$ cat src/hdl/jcr_pkg.sv
// Shared types, constants and the CRC-8 step for the controller bus responder.
`timescale 1ns / 1ps
package jcr_pkg;

  localparam int unsigned CFG_W      = 32;
  localparam int unsigned CFG_IDX_W  = 2;
  localparam int unsigned QDEPTH     = 4;
  localparam int unsigned QPTR_W     = $clog2(QDEPTH);
  localparam int unsigned IDX_W      = 6;

  localparam logic [CFG_IDX_W-1:0] CFG_DISCONNECT = 2'd0;
  localparam logic [CFG_IDX_W-1:0] CFG_SHUTDOWN   = 2'd1;
  localparam logic [CFG_IDX_W-1:0] CFG_SHUT_EN    = 2'd2;
  localparam logic [CFG_IDX_W-1:0] CFG_ID_CRC     = 2'd3;

  localparam logic [31:0] DISCONNECT_RESET = 32'd4000000;
  localparam logic [31:0] SHUTDOWN_RESET   = 32'd8000000;
  localparam logic [7:0]  ID_CRC_RESET     = 8'hB8;

  localparam logic [1:0] REQ_BYTE   = 2'd0;
  localparam logic [1:0] REQ_REPORT = 2'd1;
  localparam logic [1:0] REQ_TICK   = 2'd2;

  localparam logic [7:0] CMD_PROBE = 8'h00;
  localparam logic [7:0] CMD_POLL  = 8'h01;
  localparam logic [7:0] CMD_READ  = 8'h02;
  localparam logic [7:0] CMD_WRITE = 8'h03;
  localparam logic [7:0] CMD_RESET = 8'hFF;

  localparam logic [7:0]  ADDR_LOW_MASK = 8'hE0;
  localparam logic [15:0] ADDR_IDENTIFY = 16'h8000;
  localparam logic [15:0] ADDR_RUMBLE   = 16'hC000;
  localparam logic [7:0]  CRC_POLY      = 8'h85;
  localparam logic [7:0]  ID_FILL       = 8'h80;
  localparam logic [7:0]  PROBE_B0      = 8'h05;
  localparam logic [7:0]  PROBE_B1      = 8'h00;
  localparam logic [7:0]  PROBE_B2      = 8'h01;

  localparam logic [IDX_W-1:0] PROBE_LAST = 6'd2;
  localparam logic [IDX_W-1:0] POLL_LAST  = 6'd3;
  localparam logic [IDX_W-1:0] READ_LAST  = 6'd32;

  typedef enum logic [1:0] {
    RX_IDLE  = 2'd0,
    RX_READ  = 2'd2,
    RX_WRITE = 2'd3
  } rx_mode_t;

  typedef enum logic [2:0] {
    JOB_PROBE,
    JOB_POLL,
    JOB_RD_ID,
    JOB_RD_ZERO,
    JOB_WR,
    JOB_STAT
  } job_op_t;

  typedef struct packed {
    logic connected;
    logic rumble_on;
    logic shutdown_request;
  } stat_t;

  typedef struct packed {
    job_op_t     op;
    logic [31:0] data;
    stat_t       flags;
  } job_t;

  typedef struct packed {
    logic [31:0] disconnect_ticks;
    logic [31:0] shutdown_ticks;
    logic        shutdown_enable;
    logic [7:0]  identify_crc;
  } cfg_t;

  function automatic logic [7:0] crc8_step(input logic [7:0] crc, input logic [7:0] data);
    logic [7:0] x;
    x = crc ^ data;
    for (int i = 0; i < 8; i++) begin
      if (x[7]) begin
        x = {x[6:0], 1'b0} ^ CRC_POLY;
      end else begin
        x = {x[6:0], 1'b0};
      end
    end
    return x;
  endfunction

endpackage

$ cat src/hdl/jcr_front.sv
// Request decoder: command state, pak transfers, report store and idle timer.
`timescale 1ns / 1ps
module jcr_front
  import jcr_pkg::*;
#(
  parameter int unsigned MESSAGE_LAST_INDEX = 33,
  parameter int unsigned IDLE_COUNTER_WIDTH = 32
) (
  input  logic       clk,
  input  logic       rst_n,
  input  logic       accept,
  input  logic [1:0] req_type,
  input  logic [7:0] rx_byte,
  input  logic [7:0] buttons_hi,
  input  logic [7:0] buttons_lo,
  input  logic [7:0] stick_x,
  input  logic [7:0] stick_y,
  input  cfg_t       cfg,
  output logic       push,
  output job_t       push_job
);

  localparam int unsigned CMP_W = (IDLE_COUNTER_WIDTH > 32) ? IDLE_COUNTER_WIDTH : 32;
  localparam logic [IDX_W-1:0] WR_LAST = IDX_W'(MESSAGE_LAST_INDEX);

  rx_mode_t                      mode_r, mode_nxt;
  logic [IDX_W-1:0]              idx_r, idx_nxt;
  logic [7:0]                    addr_hi_r, addr_hi_nxt;
  logic [7:0]                    addr_lo_r, addr_lo_nxt;
  logic [7:0]                    first_r, first_nxt;
  logic [7:0]                    crc_r, crc_nxt;
  logic                          rumble_r, rumble_nxt;
  logic [31:0]                   report_r, report_nxt;
  logic                          link_r, link_nxt;
  logic [IDLE_COUNTER_WIDTH-1:0] idle_r, idle_nxt, idle_inc;
  logic                          shut_r, shut_nxt;

  logic       is_byte;
  logic [7:0] crc_step;
  logic       rd_id_hit;
  logic       wr_rumble_hit;
  logic       wr_done;

  assign is_byte       = accept && (req_type == REQ_BYTE);
  assign crc_step      = crc8_step(crc_r, rx_byte);
  assign rd_id_hit     = ({addr_hi_r, rx_byte & ADDR_LOW_MASK} == ADDR_IDENTIFY);
  assign wr_rumble_hit = ({addr_hi_r, addr_lo_r & ADDR_LOW_MASK} == ADDR_RUMBLE);
  assign wr_done       = (idx_r >= WR_LAST);
  assign idle_inc      = (&idle_r) ? idle_r : idle_r + 1'b1;

  always_comb begin
    mode_nxt = mode_r;
    if (is_byte) begin
      case (mode_r)
        RX_READ: begin
          if (idx_r != '0) mode_nxt = RX_IDLE;
        end
        RX_WRITE: begin
          if (wr_done) mode_nxt = RX_IDLE;
        end
        RX_IDLE: begin
          if (rx_byte == CMD_READ) mode_nxt = RX_READ;
          else if (rx_byte == CMD_WRITE) mode_nxt = RX_WRITE;
        end
        default: mode_nxt = RX_IDLE;
      endcase
    end
  end

  always_comb begin
    idx_nxt     = idx_r;
    addr_hi_nxt = addr_hi_r;
    addr_lo_nxt = addr_lo_r;
    first_nxt   = first_r;
    crc_nxt     = crc_r;
    rumble_nxt  = rumble_r;
    report_nxt  = report_r;
    link_nxt    = link_r;
    idle_nxt    = idle_r;
    shut_nxt    = shut_r;
    push        = 1'b0;
    push_job    = '0;
    if (accept) begin
      case (req_type)
        REQ_BYTE: begin
          case (mode_r)
            RX_READ: begin
              if (idx_r == '0) begin
                addr_hi_nxt = rx_byte;
                idx_nxt     = IDX_W'(1);
              end else begin
                addr_lo_nxt   = rx_byte;
                idx_nxt       = '0;
                push          = 1'b1;
                push_job.op   = rd_id_hit ? JOB_RD_ID : JOB_RD_ZERO;
                push_job.data = {24'd0, cfg.identify_crc};
              end
            end
            RX_WRITE: begin
              if (idx_r == IDX_W'(0)) addr_hi_nxt = rx_byte;
              else if (idx_r == IDX_W'(1)) addr_lo_nxt = rx_byte;
              else if (idx_r == IDX_W'(2)) first_nxt = rx_byte;
              if (idx_r > IDX_W'(1)) crc_nxt = crc_step;
              if (wr_done) begin
                if (wr_rumble_hit) rumble_nxt = (first_r != '0);
                idx_nxt       = '0;
                push          = 1'b1;
                push_job.op   = JOB_WR;
                push_job.data = {24'd0, crc_nxt};
              end else begin
                idx_nxt = idx_r + 1'b1;
              end
            end
            default: begin
              case (rx_byte)
                CMD_PROBE, CMD_RESET: begin
                  push        = 1'b1;
                  push_job.op = JOB_PROBE;
                end
                CMD_POLL: begin
                  link_nxt      = 1'b1;
                  idle_nxt      = '0;
                  push          = 1'b1;
                  push_job.op   = JOB_POLL;
                  push_job.data = report_r;
                end
                CMD_READ, CMD_WRITE: begin
                  crc_nxt = '0;
                  idx_nxt = '0;
                end
                default: ;
              endcase
            end
          endcase
        end
        REQ_REPORT: begin
          report_nxt = {buttons_hi, buttons_lo, stick_x, stick_y};
        end
        REQ_TICK: begin
          idle_nxt = idle_inc;
          if (link_r && (CMP_W'(idle_inc) >= CMP_W'(cfg.disconnect_ticks))) link_nxt = 1'b0;
          if (cfg.shutdown_enable && (CMP_W'(idle_inc) >= CMP_W'(cfg.shutdown_ticks))) begin
            shut_nxt = 1'b1;
          end
          push        = 1'b1;
          push_job.op = JOB_STAT;
        end
        default: ;
      endcase
    end
    push_job.flags.connected        = link_nxt;
    push_job.flags.rumble_on        = rumble_nxt;
    push_job.flags.shutdown_request = shut_nxt;
  end

  always_ff @(posedge clk) begin
    if (!rst_n) begin
      mode_r   <= RX_IDLE;
      idx_r    <= '0;
      crc_r    <= '0;
      rumble_r <= 1'b0;
      report_r <= '0;
      link_r   <= 1'b0;
      idle_r   <= '0;
      shut_r   <= 1'b0;
    end else begin
      mode_r   <= mode_nxt;
      idx_r    <= idx_nxt;
      crc_r    <= crc_nxt;
      rumble_r <= rumble_nxt;
      report_r <= report_nxt;
      link_r   <= link_nxt;
      idle_r   <= idle_nxt;
      shut_r   <= shut_nxt;
    end
  end

  always_ff @(posedge clk) begin
    addr_hi_r <= addr_hi_nxt;
    addr_lo_r <= addr_lo_nxt;
    first_r   <= first_nxt;
  end

endmodule

$ cat src/hdl/jcr_queue.sv
// Small job queue between the request decoder and the reply sequencer.
`timescale 1ns / 1ps
module jcr_queue
  import jcr_pkg::*;
(
  input  logic clk,
  input  logic rst_n,
  input  logic push,
  input  job_t push_job,
  output logic full,
  input  logic pop,
  output logic avail,
  output job_t head
);

  job_t              q_mem [QDEPTH];
  logic [QPTR_W-1:0] wr_ptr_r, wr_ptr_nxt;
  logic [QPTR_W-1:0] rd_ptr_r, rd_ptr_nxt;
  logic [QPTR_W:0]   count_r, count_nxt;

  assign full  = (count_r == (QPTR_W+1)'(QDEPTH));
  assign avail = (count_r != '0);
  assign head  = q_mem[rd_ptr_r];

  always_comb begin
    wr_ptr_nxt = push ? wr_ptr_r + 1'b1 : wr_ptr_r;
    rd_ptr_nxt = pop ? rd_ptr_r + 1'b1 : rd_ptr_r;
    count_nxt  = count_r + (QPTR_W+1)'(push) - (QPTR_W+1)'(pop);
  end

  always_ff @(posedge clk) begin
    if (!rst_n) begin
      wr_ptr_r <= '0;
      rd_ptr_r <= '0;
      count_r  <= '0;
    end else begin
      wr_ptr_r <= wr_ptr_nxt;
      rd_ptr_r <= rd_ptr_nxt;
      count_r  <= count_nxt;
    end
  end

  always_ff @(posedge clk) begin
    if (push) q_mem[wr_ptr_r] <= push_job;
  end

endmodule

$ cat src/hdl/jcr_back.sv
// Reply sequencer: expands queued jobs into result bytes behind an output register.
`timescale 1ns / 1ps
module jcr_back
  import jcr_pkg::*;
(
  input  logic       clk,
  input  logic       rst_n,
  input  logic       job_avail,
  input  job_t       job_head,
  output logic       job_pop,
  output logic       out_valid,
  input  logic       out_ready,
  output logic       out_kind,
  output logic [7:0] out_tx_byte,
  output logic       out_tx_last,
  output stat_t      out_flags
);

  job_t             cur_r, cur_nxt;
  logic             cur_vld_r, cur_vld_nxt;
  logic [IDX_W-1:0] idx_r, idx_nxt;
  logic             ov_r, ov_nxt;
  logic             kind_r, kind_nxt;
  logic [7:0]       byte_r, byte_nxt;
  logic             last_r, last_nxt;
  stat_t            flags_r, flags_nxt;

  logic             out_free;
  logic             emit;
  logic [7:0]       gen_byte;
  logic             gen_end;
  logic             gen_kind;

  assign out_free = !ov_r || out_ready;
  assign emit     = cur_vld_r && out_free;
  assign job_pop  = job_avail && (!cur_vld_r || (emit && gen_end));

  always_comb begin
    gen_byte = '0;
    gen_end  = 1'b1;
    gen_kind = 1'b0;
    case (cur_r.op)
      JOB_PROBE: begin
        gen_end = (idx_r == PROBE_LAST);
        if (idx_r == '0) gen_byte = PROBE_B0;
        else if (idx_r == IDX_W'(1)) gen_byte = PROBE_B1;
        else gen_byte = PROBE_B2;
      end
      JOB_POLL: begin
        gen_end = (idx_r == POLL_LAST);
        case (idx_r[1:0])
          2'd0:    gen_byte = cur_r.data[31:24];
          2'd1:    gen_byte = cur_r.data[23:16];
          2'd2:    gen_byte = cur_r.data[15:8];
          default: gen_byte = cur_r.data[7:0];
        endcase
      end
      JOB_RD_ID: begin
        gen_end  = (idx_r == READ_LAST);
        gen_byte = gen_end ? cur_r.data[7:0] : ID_FILL;
      end
      JOB_RD_ZERO: begin
        gen_end = (idx_r == READ_LAST);
      end
      JOB_WR: begin
        gen_byte = cur_r.data[7:0];
      end
      JOB_STAT: begin
        gen_kind = 1'b1;
      end
      default: ;
    endcase
  end

  always_comb begin
    cur_nxt     = cur_r;
    cur_vld_nxt = cur_vld_r;
    idx_nxt     = idx_r;
    ov_nxt      = ov_r && !out_ready;
    kind_nxt    = kind_r;
    byte_nxt    = byte_r;
    last_nxt    = last_r;
    flags_nxt   = flags_r;
    if (emit) begin
      ov_nxt    = 1'b1;
      kind_nxt  = gen_kind;
      byte_nxt  = gen_byte;
      last_nxt  = gen_end && !gen_kind;
      flags_nxt = cur_r.flags;
      if (gen_end) begin
        cur_vld_nxt = 1'b0;
      end else begin
        idx_nxt = idx_r + 1'b1;
      end
    end
    if (job_pop) begin
      cur_nxt     = job_head;
      cur_vld_nxt = 1'b1;
      idx_nxt     = '0;
    end
  end

  always_ff @(posedge clk) begin
    if (!rst_n) begin
      cur_vld_r <= 1'b0;
      ov_r      <= 1'b0;
      idx_r     <= '0;
    end else begin
      cur_vld_r <= cur_vld_nxt;
      ov_r      <= ov_nxt;
      idx_r     <= idx_nxt;
    end
  end

  always_ff @(posedge clk) begin
    cur_r   <= cur_nxt;
    kind_r  <= kind_nxt;
    byte_r  <= byte_nxt;
    last_r  <= last_nxt;
    flags_r <= flags_nxt;
  end

  assign out_valid   = ov_r;
  assign out_kind    = kind_r;
  assign out_tx_byte = byte_r;
  assign out_tx_last = last_r;
  assign out_flags   = flags_r;

endmodule

$ cat src/hdl/joybus_controller_responder_top.sv
// Top level of the controller bus responder: configuration registers and block wiring.
// Each request (received bus byte, report update or microsecond tick) is decoded in the
// cycle it is accepted, so requests may arrive every cycle while the job queue has room.
// Replies leave one byte per cycle, while out_ready is high, from the sequencer's output
// register: probe and reset give 3 bytes, poll 4, pak read 33, the end of a pak write 1,
// and each tick one status result. While a pak read reply occupies the output, requests
// keep being taken until the 4-entry job queue fills behind it.
`timescale 1ns / 1ps
module joybus_controller_responder_top
  import jcr_pkg::*;
#(
  parameter int unsigned MESSAGE_LAST_INDEX = 33,
  parameter int unsigned IDLE_COUNTER_WIDTH = 32
) (
  input  logic                 clk,
  input  logic                 rst_n,
  input  logic                 in_valid,
  output logic                 in_ready,
  input  logic [1:0]           in_req_type,
  input  logic [7:0]           in_rx_byte,
  input  logic [7:0]           in_buttons_hi,
  input  logic [7:0]           in_buttons_lo,
  input  logic [7:0]           in_stick_x,
  input  logic [7:0]           in_stick_y,
  output logic                 out_valid,
  input  logic                 out_ready,
  output logic                 out_kind,
  output logic [7:0]           out_tx_byte,
  output logic                 out_tx_last,
  output logic                 out_connected,
  output logic                 out_rumble_on,
  output logic                 out_shutdown_request,
  input  logic                 cfg_we,
  input  logic [CFG_IDX_W-1:0] cfg_index,
  input  logic [CFG_W-1:0]     cfg_wdata
);

  cfg_t  cfg_r, cfg_nxt;
  logic  q_full;
  logic  q_avail;
  logic  q_pop;
  logic  push;
  job_t  push_job;
  job_t  head;
  stat_t flags;
  logic  accept;

  assign in_ready = !q_full;
  assign accept   = in_valid && in_ready;

  always_comb begin
    cfg_nxt = cfg_r;
    if (cfg_we) begin
      case (cfg_index)
        CFG_DISCONNECT: cfg_nxt.disconnect_ticks = cfg_wdata;
        CFG_SHUTDOWN:   cfg_nxt.shutdown_ticks   = cfg_wdata;
        CFG_SHUT_EN:    cfg_nxt.shutdown_enable  = cfg_wdata[0];
        CFG_ID_CRC:     cfg_nxt.identify_crc     = cfg_wdata[7:0];
        default: ;
      endcase
    end
  end

  always_ff @(posedge clk) begin
    if (!rst_n) begin
      cfg_r.disconnect_ticks <= DISCONNECT_RESET;
      cfg_r.shutdown_ticks   <= SHUTDOWN_RESET;
      cfg_r.shutdown_enable  <= 1'b0;
      cfg_r.identify_crc     <= ID_CRC_RESET;
    end else begin
      cfg_r <= cfg_nxt;
    end
  end

  jcr_front #(
    .MESSAGE_LAST_INDEX(MESSAGE_LAST_INDEX),
    .IDLE_COUNTER_WIDTH(IDLE_COUNTER_WIDTH)
  ) u_front (
    .clk       (clk),
    .rst_n     (rst_n),
    .accept    (accept),
    .req_type  (in_req_type),
    .rx_byte   (in_rx_byte),
    .buttons_hi(in_buttons_hi),
    .buttons_lo(in_buttons_lo),
    .stick_x   (in_stick_x),
    .stick_y   (in_stick_y),
    .cfg       (cfg_r),
    .push      (push),
    .push_job  (push_job)
  );

  jcr_queue u_queue (
    .clk     (clk),
    .rst_n   (rst_n),
    .push    (push),
    .push_job(push_job),
    .full    (q_full),
    .pop     (q_pop),
    .avail   (q_avail),
    .head    (head)
  );

  jcr_back u_back (
    .clk        (clk),
    .rst_n      (rst_n),
    .job_avail  (q_avail),
    .job_head   (head),
    .job_pop    (q_pop),
    .out_valid  (out_valid),
    .out_ready  (out_ready),
    .out_kind   (out_kind),
    .out_tx_byte(out_tx_byte),
    .out_tx_last(out_tx_last),
    .out_flags  (flags)
  );

  assign out_connected        = flags.connected;
  assign out_rumble_on        = flags.rumble_on;
  assign out_shutdown_request = flags.shutdown_request;

endmodule

$ cat config.mk
export PLATFORM = sky130hd
export DESIGN_NAME = joybus_controller_responder_top
export DESIGN_NICKNAME = d
export VERILOG_FILES = /design/src/hdl/jcr_pkg.sv /design/src/hdl/jcr_front.sv /design/src/hdl/jcr_queue.sv /design/src/hdl/jcr_back.sv /design/src/hdl/joybus_controller_responder_top.sv
export SDC_FILE = /design/constraint.sdc
export NUM_CORES = 1
export LEC_CHECK = 0
export BUFFER_PORTS_ARGS = -buffer_cell sky130_fd_sc_hd__buf_2
export CAP_MARGIN = 20
export CORE_ASPECT_RATIO = 0.6
export CORE_MARGIN = 2
export CORE_UTILIZATION = 56
export CTS_CLUSTER_SIZE = 16
export DETAILED_ROUTE_END_ITERATION = 10
export MAX_ROUTING_LAYER = met4
export PLACE_DENSITY = 0.81
export SETUP_SLACK_MARGIN = 0.1
export SKIP_CTS_REPAIR_TIMING = 1
export SYNTH_ARGS = -nofsm -noshare
export SYNTH_HDL_FRONTEND = slang
export SYNTH_HIERARCHICAL = 1
export SYNTH_SLANG_ARGS = --single-unit
$ cat constraint.sdc
create_clock -name clk -period 3.5 [get_ports clk]
set_input_delay 0.7 -clock clk [delete_from_list [all_inputs] [get_ports clk]]
set_output_delay 0.7 -clock clk [all_outputs]
set_load 0.05 [all_outputs]
# After elaboration in Yosys (flattened, before gate mapping)
# Memory sizes are Yosys's and may differ from the RTL's. A register that Yosys moved wholly into a read port is not among the register bits.
# Cells that the tools add are included.
[totals] rom_bits=0 elab_cells=210 mem_bits_rw=152 latch_bits=0 mem_count=1 regBits=208
[classes] n_div=0 mux=69 shifts=0 add_sub_neg=7 eq_ne=35 n_lt_le_gt_ge=4 n_reduce_logical=53 n_bitwise=14 mul=0
[mem_list] memory="u_queue.q_mem" depth=4 width=38 read_ports=1 rd_clocked_by_memory_dff=1 write_ports=1 line="jcr_queue.sv:16" rtl="job_t q_mem [QDEPTH];"
[ops] cell="32-bit two-way mux" n=5
[ops] cell="8-bit two-way mux" n=15
[ops] cell="35-bit two-way mux" n=3
[ops] cell="35-bit case mux with 2 select lines" n=1
[ops] cell="32-bit >= comparator" n=2
[ops] cell="32-bit case mux with 2 select lines" n=1
[ops] cell="32-bit by 1-bit adder with 32-bit output (second input constant)" n=1
[ops] cell="8-bit case mux with 2 select lines" n=2
[ops] cell="8-bit case mux with 4 select lines" n=1
[ops] cell="32-bit AND reduction" n=1
[ops] cell="1-bit two-way mux" n=27
[ops] cell="3-bit inverter" n=8
[ops] cell="8-bit case mux with 3 select lines" n=1
[ops] cell="11-bit == test (second input constant)" n=2
[ops] cell="6-bit by 2-bit == test with 1-bit output (second input constant)" n=3
[ops] cell="8-bit by 2-bit == test with 1-bit output (second input constant)" n=2
[ops] cell="4-bit AND reduction" n=4
[ops] cell="2-bit AND reduction" n=7
[ops] cell="6-bit by 1-bit adder with 6-bit output (second input constant)" n=2
[ops] cell="2-bit == test (second input constant)" n=6
[ops] cell="6-bit by 1-bit == test with 1-bit output (second input constant)" n=2
[ops] cell="6-bit logical NOT" n=2
[ops] cell="6-bit two-way mux" n=2
[ops] cell="6-bit case mux with 2 select lines" n=1
[ops] cell="36 further kinds" n=81

# Logic depth before layout (Yosys ltp)
# Gate-level depths: netlist of run 1.
[logic_depth] word_depth=22 depth_mapped=16

# By module
# Netlist of run 1, hierarchy kept.
[modules_own_cells] mod="jcr_front" instances=1 cells_each=894 area_each_um2=7211.9
[modules_own_cells] mod="jcr_queue" instances=1 cells_each=241 area_each_um2=5941.9
[modules_own_cells] mod="joybus_controller_responder_top" instances=1 cells_each=295 area_each_um2=2895.3
[modules_own_cells] mod="jcr_back" instances=1 cells_each=151 area_each_um2=2326.0

# Least setup slack after synthesis of run 1
# No wires, ideal clock.
[synth_timing] kind="register to register" from="reg u_back/cur_r[36] (netlist name)" to="reg u_queue.count_r[2]" setup_slack_ns=-0.191 arrival_ns=3.574 setup_time_ns=0.117 path_stages_with_launch=12 path_buffers=0 cell_sequence="edfxtp_1 -> nor3b_4 -> xnor2_1 -> a21oi_2 -> o21ai_1 -> and2_1 -> ha_1 -> inv_1 -> ha_1 -> fa_1 -> xor3_1 -> nor2_1"
[synth_between] elab_chain_len=7 word_cells_on_any_way=10 classes_between="add/sub: 1; eq/ne: 3; mux: 1; reduce/logical: 5"
[synth_rtl] element="3-bit by 2-bit == test with 1-bit output" line="jcr_back.sv:42" rtl="case (cur_r.op)"
[synth_rtl] element="2-bit OR reduction (no source line)"
[synth_rtl] element="1-bit case mux with 3 select lines (*)" line="jcr_back.sv:42"
[synth_rtl] element="1-bit logical AND (*)" line="jcr_back.sv:36" rtl="assign job_pop = job_avail && (!cur_vld_r || (emit && gen_end));"
[synth_rtl] element="1-bit logical OR (*)" line="jcr_back.sv:36"
[synth_rtl] element="1-bit logical AND (*)" line="jcr_back.sv:36"
[synth_rtl] element="net q_pop" line="joybus_controller_responder_top.sv:41" rtl="logic q_pop;"
[synth_rtl] element="3-bit by 1-bit subtractor with 3-bit output (*)" line="jcr_queue.sv:28" rtl="count_nxt = count_r + (QPTR_W+1)'(push) - (QPTR_W+1)'(pop);"
[synth_rtl] element="to (signal assigned)" line="jcr_queue.sv:39" rtl="count_r <= count_nxt;"
[synth_rtl] element="to (decl)" line="jcr_queue.sv:19" rtl="logic [QPTR_W:0] count_r, count_nxt;"
# Mark *: on every way through the listed nets, which the timed path passes. The rest lies on a longest branch.
# A chain may end at the register's enable or synchronous reset.

==> reports/results.tsv, run 1 <==
metric	value	unit
p_per_area	553	nW/um^2
pwr-share-clk	0.352	
worst-path-buf-inv	3	
cp-start-kind	flip-flop	
critPathMaxStageDelay	360	ps
p_leak	8.55	nW
intPower	0.00869	W
clock_path_buffers	3	
yosysWarnings	6	
cap_violations	0	
synth_edf_count	222	
path_delay_family	compound AO/OA/AOI/OAI gates	
crit_slowest_cell	dfxtp_4	
comb_power_share	0.170	
hp-class	in -> reg	
vias	13300	
path_clk_slew	70	ps
reg2reg_depth	16	
ys_seq_area_frac	0.551	
place_ws	-138	ps
cp.required	3910	ps
grt_usage	0.272	
grt_antenna_before_repair	0	
timing.fmax	0.294	GHz
ys_ff_latch	395	
reg2reg_slack	100	ps
core-area	32400	um^2
first_iter_violations	1512	
path_cells	buf_6 > and3_4 > nand4_1 > a211oi_4 > and2_4 > nand2_4 > xnor2_4 > buf_4 > ha_1 > a21o_1 > a21oi_2 > o21bai_1 > a211oi_2 > o211ai_1 > o21ai_1 > buf_4	
clock_skew	17.9	ps
synthArstFlopShare	0	
ys_types	84	
r2r_end	u_queue/q_mem[2][2]	
netlist_instances	1581	
rsz0062_at_grt	yes	
r2r-start	u_front/idle_r[0]	
crit_cells	16	
drc	0	
die_w	238	um
numCtsBuffers	37	
synth_area	18400	um^2
max-vdd-ir-drop	0.000354	V
period_share	0.971	
die_area	34300	um^2
post-dp-hpwl	31.0	mm
finalCriticalPeriod	3400	ps
swShare	0.275	
area_growth_syn_to_layout	17.9	%
p_total	0.0120	W
multiInputGateArea	7910	um^2
end_kind	flip-flop	
worst-endpoint-arrival	3800	ps
cts_tree	yes	
viasPerCell	6.07	
syn_area_per_cell	11.6	um^2
hold_violations	0	
diodes	0	
fin_cells	2196	
setup_viol	0	
drive_above_1_share	0.236	
fin_nets	1905	
p_switching	0.00329	W
grt_pass1_vias	12400	
synthFlopType	edfxtp_1	
register_area	10100	um^2
maxSlewHeadroom	0.287	
cts-root-buf	clkbuf_16	
io_pins	96	
hp-start	in_buttons_lo[5]	
hold_depth	3	
gr-total-overflow	0	
cp_common_cell	buf_4	
floorplan.rows	51	
htreeDepth	2	
io_buffers	95	
drt_pass1_iterations	6	
placed_cells	2111	
cp_max_fo	4	
fill_cells	2235	
maxSlewViolCount	0	
initial_core_util	0.568	
status	finished clean	
grt_max_degree	68	
sequentialPowerShare	0.478	
synth.net_count	1743	
insertion_delay	550	ps
max_slew.worst_pin.slew	1070	ps
gp_congestion	0.907	
fp.dieH	144	um
wire_per_inst	21.0	um
cts_sinks	395	
ant_nets	0	
critPathKind	reg -> reg	
grt_pass1_wl	69.7	mm
hold_path_end	u_front/report_r[21]	
drt_wl_total	46.2	mm
fin_ws	103	ps
[cell usage in the layout, fill, tap and decap left out, types with 39 or more instances in the layout]
cell,synthesis,routed
o21ai_0,61,56
inv_1,101,101
ha_1,80,75
buf_2,20,94
edfxtp_1,222,222
clkbuf_16,0,39
nand2_1,235,227
buf_4,6,101
dfxtp_1,173,163
mux2i_1,63,63
[cell type report]
| cell class | instances | area share |
|---|---|---|
| flip-flops and latches | 395 | 0.468 |
| multi-input cells | 1000 | 0.365 |
| repair buffers | 208 | 0.0661 |
| clock buffers | 52 | 0.0496 |
| well taps | 424 | 0.0245 |
| inverters | 101 | 0.0175 |
| clock inverters | 16 | 0.00889 |
[Yosys cell counts, types with 6 or more instances]
cell	number	area, um^2
nand2_1	235	882
edfxtp_1	222	6670
dfxtp_1	173	3460
inv_1	101	379
ha_1	80	1000
mux2i_1	63	631
o21ai_0	61	305
xnor2_1	51	447
clkbuf_1	44	165
nor2_1	44	165
a21oi_1	42	210
and3_1	41	257
mux4_2	38	856
a21boi_0	34	255
nand3_1	24	120
nor2b_1	24	150
buf_2	20	100
o211ai_1	19	143
a22oi_1	16	120
nand4_1	15	93.8
o31ai_1	15	113
a21o_1	14	105
a31oi_1	14	87.6
and2_1	14	87.6
nor3_1	14	70.1
xor2_1	12	105
nand2b_1	10	62.6
buf_6	9	101
and4_1	8	70.1
a211oi_1	6	45.0
a222oi_1	6	60.1
buf_4	6	45.0
nor4_1	6	37.5
[power groups by stage]
| stage | registers [W] | clock network, W | logic [W] |
|---|---|---|---|
| 6_report | 0.00573 | 0.00421 | 0.00204 |
| 3_3_place_gp | 0.00580 | 0 | 0.00191 |
| 2_1_floorplan | 0.00589 | 0 | 0.00128 |
| 5_1_grt | 0.00577 | 0.00443 | 0.00218 |
| 3_5_place_dp | 0.00582 | 0 | 0.00197 |
| 4_1_cts | 0.00573 | 0.00426 | 0.00200 |
[worst max-delay path by stage]
stage,startpoint,end
finish,u_front/idle_r[0],u_queue/q_mem[2][2]
global route,u_front/idle_r[9],u_queue/q_mem[1][2]
CTS,u_front/idle_r[0],u_queue/q_mem[2][0]
detailed placement,u_front/idle_r[0],u_queue/q_mem[3][0]
global placement,u_front/idle_r[9],u_queue/q_mem[0][2]
floorplan,u_front/idle_r[24],u_queue/q_mem[0][0]
[metal layers]
layer / track usage / share of wire
met1: 0.397 / 0.45
met2: 0.387 / 0.44
met3: 0.0643 / 0.10
met4: 0.0549 / 0.014
met5: - / 0
[cells by family after synthesis]
logic type	synth area share
muxes	0.0815
xor gates and xnor gates	0.0313
DFF	0.551
adders and majority gates	0.0556
AOI/OAI and AO/OA	0.103
and+or+nand+nor	0.132
buffers and inverters	0.0461
[per-stage QoR]
step	hold WS (ps)	instance area (um^2)	util	TNS, ps
6_report	412	21700	0.670	0
5_1_grt	417	21700	0.670	0
4_1_cts	391	21000	0.650	-1320
3_5_place_dp	437	19800	0.610	-852
3_3_place_gp	430	19800	0.610	-317
2_1_floorplan	400	18400	-	0
[registers in the layout (all words and copies together), names as in the netlist, 2 cells and up, named ones only]
| register | flops |
|---|---|
| cfg_r | 73 |
| u_back/out_tx_byte | 8 |
| u_front/mode_r | 2 |
| u_queue/count_r | 3 |
| u_back/cur_r | 38 |
| u_queue/rd_ptr_r | 2 |
| u_back/out_flags | 3 |
| u_front/first_r | 8 |
| u_front/addr_lo_r | 3 |
| u_front/report_r | 32 |
| u_queue/wr_ptr_r | 2 |
| u_queue/q_mem | 152 |
| u_back/idx_r | 6 |
| u_front/addr_hi_r | 8 |
| u_front/idx_r | 6 |
| u_front/crc_r | 8 |
| u_front/idle_r | 32 |
[tightest hold or removal path, stage by stage]
cell and delay, ps:
buf_2 100, nand2_1 40, a21boi_0 60
No activity file was read; power rests on OpenSTA's default activity.
==> run 2: changes to the inputs <==
- ABC_AREA: not set -> 1
==> run 2 against run 1 <==
Net effect:
- area after synthesis increased by 5.6%
- critical path depth rose by 8
- fmax increased by 0.23%
- worst setup slack better by 7.8 ps
- power up 5.3%
- global-route usage is 0.38 points higher
- combinational power grew 18%
- clock skew about the same
- non-clock buffer count is 53 lower
- via count grew 17%
- sequential cell count is the same
- die area rose by 5.5%
- highest routed layer unchanged
==> reports/results.tsv, run 2 <==
metric	value	unit	change
initial_core_util	0.572		+0.00434
ant_nets	0		unchanged
ys_seq_area_frac	0.522		-0.0291
synth_top_area_share	0.344		-0.0192
end_kind	flip-flop		
cap_violations	0		unchanged
dpl_cell_area	20400	um^2	+3.5%
synth_top_family_by_area	simple AND/OR/NAND/NOR gates		
max_slew.worst_pin.slew	988	ps	-82.3 ps
core-area	33900	um^2	+4.8%
reg.largest.list	u_queue/q_mem (152), cfg_r (73), u_back/cur_r (38)		
hp-class	in -> reg		
p_per_area	576	nW/um^2	+4.2%
worst-endpoint-arrival	3660	ps	-140 ps
grt_usage	0.275		+0.00379
ys_types	56		-33%
synthAdderAreaFrac	0.0526		-0.00293
synth_compound_area_frac	0.111		+0.00883
htreeDepth	2		unchanged
cts_tree	yes		
grt_antenna_before_repair	4		+4
final_core_util	0.646		-0.0239
synth-xor-area-share	0.0202		-0.0111
fin_ws	110	ps	+7.81 ps
numCtsBuffers	37		unchanged
viasPerCell	5.54		-8.7%
maxSlewViolCount	0		unchanged
synth_edf_count	222		unchanged
vias	15500		+17%
wire_per_inst	17.3	um	-18%
rsz0062_at_grt	yes		
finalCriticalPeriod	3390	ps	-7.81 ps
period_share	0.968		-0.00223
insertion_delay	540	ps	about the same
fin_nets	2477		+30%
finalInstanceArea	21900	um^2	+1.0%
post-dp-hpwl	33.0	mm	+6.3%
regMostFlops	u_queue/q_mem		
drt_pass1_iterations	5		-1
cp_max_fo	5		+1
synthArstFlopShare	0		unchanged
clock_path_buffers	3		unchanged
netlist_instances	2206		+40%
area_growth_syn_to_layout	12.8	%	
synthSimpleGateAreaFrac	0.200		+0.0683
gr-total-overflow	0		unchanged
path_clk_slew	70	ps	about the same
final_common_cell	nand2_1		
clock_skew	18.0	ps	+0.145 ps
drc	0		unchanged
die_w	244	um	+2.7%
place_ws	-124	ps	+14.1 ps
synth_area	19400	um^2	+5.6%
synth.most_common_cell	nand2_1		
status	finished clean		
fp.dieH	148	um	+2.7%
io_buffers	95		unchanged
synth_area_leaders	edfxtp_1 34%, dfxtp_1 18%, nand2_1 9.2%		
ys_ff_latch	395		unchanged
setup_viol	0		unchanged
drive_above_1_share	0.147		-0.0886
synth.largest_area_cell	edfxtp_1		
largest_reg_flops	152		unchanged
die_area	36200	um^2	+5.5%
yosysWarnings	6		unchanged
syn_area_per_cell	8.79	um^2	-24%
cts-root-buf	clkbuf_16		
critPathKind	reg -> reg		
maxSlewHeadroom	0.342		+0.0549
floorplan.rows	52		+2.0%
ys_top_cells_by_count	477 x nand2_1, 335 x inv_1, 222 x edfxtp_1		
grt_pass1_vias	14700		+19%
drt_wl_total	48.5	mm	+5.0%
p_total	0.0126	W	+5.3%
hold_violations	0		unchanged
cp-start-kind	flip-flop		
cp.required	3770	ps	-140 ps
synthFlopType	edfxtp_1		
synthMuxAreaShare	0.00110		-0.0804
hold_ws	387	ps	-24.2 ps
timing.fmax	0.295	GHz	+0.23%
io_pins	96		unchanged
max-vdd-ir-drop	0.000365	V	+3.1%
mostFrequentLayoutCells	471 x nand2_1, 334 x inv_1, 222 x edfxtp_1, 199 x nor2_1, 173 x a21oi_1		
synth.net_count	2368		+36%
cts_sinks	395		unchanged
grt_max_degree	74		+8.8%
gp_congestion	1.00		+11%
first_iter_violations	1636		+8.2%
p_leak	9.30	nW	+8.7%
grt_pass1_wl	76.8	mm	+10%
## run 2: cell count changes after synthesis, moves of 30 or more
cell      change
nand3_1      +79
nor2_1      +157
o21ai_0      +30
a21oi_1     +134
nand2_1     +242
and3_1       -40
a21boi_0     -34
o211ai_2     +36
inv_1       +234
mux2i_1      -62
mux4_2       -38
## run 2: final cells by class
cell class | instances | area, um^2
fillers | 2664 | 12000
flip-flops and latches | 395 | 10100
multi-input cells | 1380 | 7580
inverters | 346 | 1300
clock buffers | 49 | 1020
repair buffers | 155 | 1010
well taps | 459 | 574
clock inverters | 17 | 254
diodes | 3 | 7.51
## run 2: critical path: stages (launching register included)
cell	delay, ps
dfxtp_4	380
ha_4	140
nand2_2	60
inv_2	80
nand3_4	80
nor3_4	300
nand2_2	120
nor2_4	270
xnor2_2	170
inv_1	90
ha_1	280
inv_1	40
nand2_1	70
a21oi_2	50
o21a_1	180
o21ai_1	160
nand2_1	70
nand2_1	80
nand2_1	80
nand2_2	80
nand2_1	60
nand2_1	60
nand2_1	60
nand2_2	70
nand2_2	70
## run 2: through the flow
stage,instances,setup TNS (ps)
finish,2804,0
global route,2804,-108
CTS,2793,-1250
detailed placement,2727,-941
global placement,2727,-24.0
floorplan,2206,0
## run 2: path summary, 6_finish.rpt
path	startpoint	endpoint	slack [ps]	cells after the start
max	u_front/idle_r[1]	u_queue/q_mem[1][2]	110	24
min	cfg_wdata[19]	cfg_r[28]	390	3
max reg2reg	u_front/idle_r[1]	u_queue/q_mem[1][2]	110	24
min reg2reg	u_back/cur_r[1]	u_back/out_flags[1]	440	0
## run 2: routing by layer
| metal | track usage | up-vias | wire length [um] |
|---|---|---|---|
| met5 | - | - | 0 |
| met3 | 0.0453 | 77 | 4040 |
| met1 | 0.386 | 7349 | 21800 |
| met4 | 0.0701 | 0 | 911 |
| li1 | - | 7421 | - |
| met2 | 0.419 | 693 | 21700 |
## run 2: kinds of logic after synthesis
group	Yosys count
fa+ha+maj	81
xor+xnor	43
mux	2
buf+inv	431
flops	395
compound gates	355
simple gates	899
## run 2: report_power, final
group          switching, W  internal [W]  total (W)  leakage, nW
Sequential         0.000381       0.00553    0.00591         3.29
Combinational       0.00170      0.000716    0.00241         5.39
Clock               0.00177       0.00251    0.00429        0.624
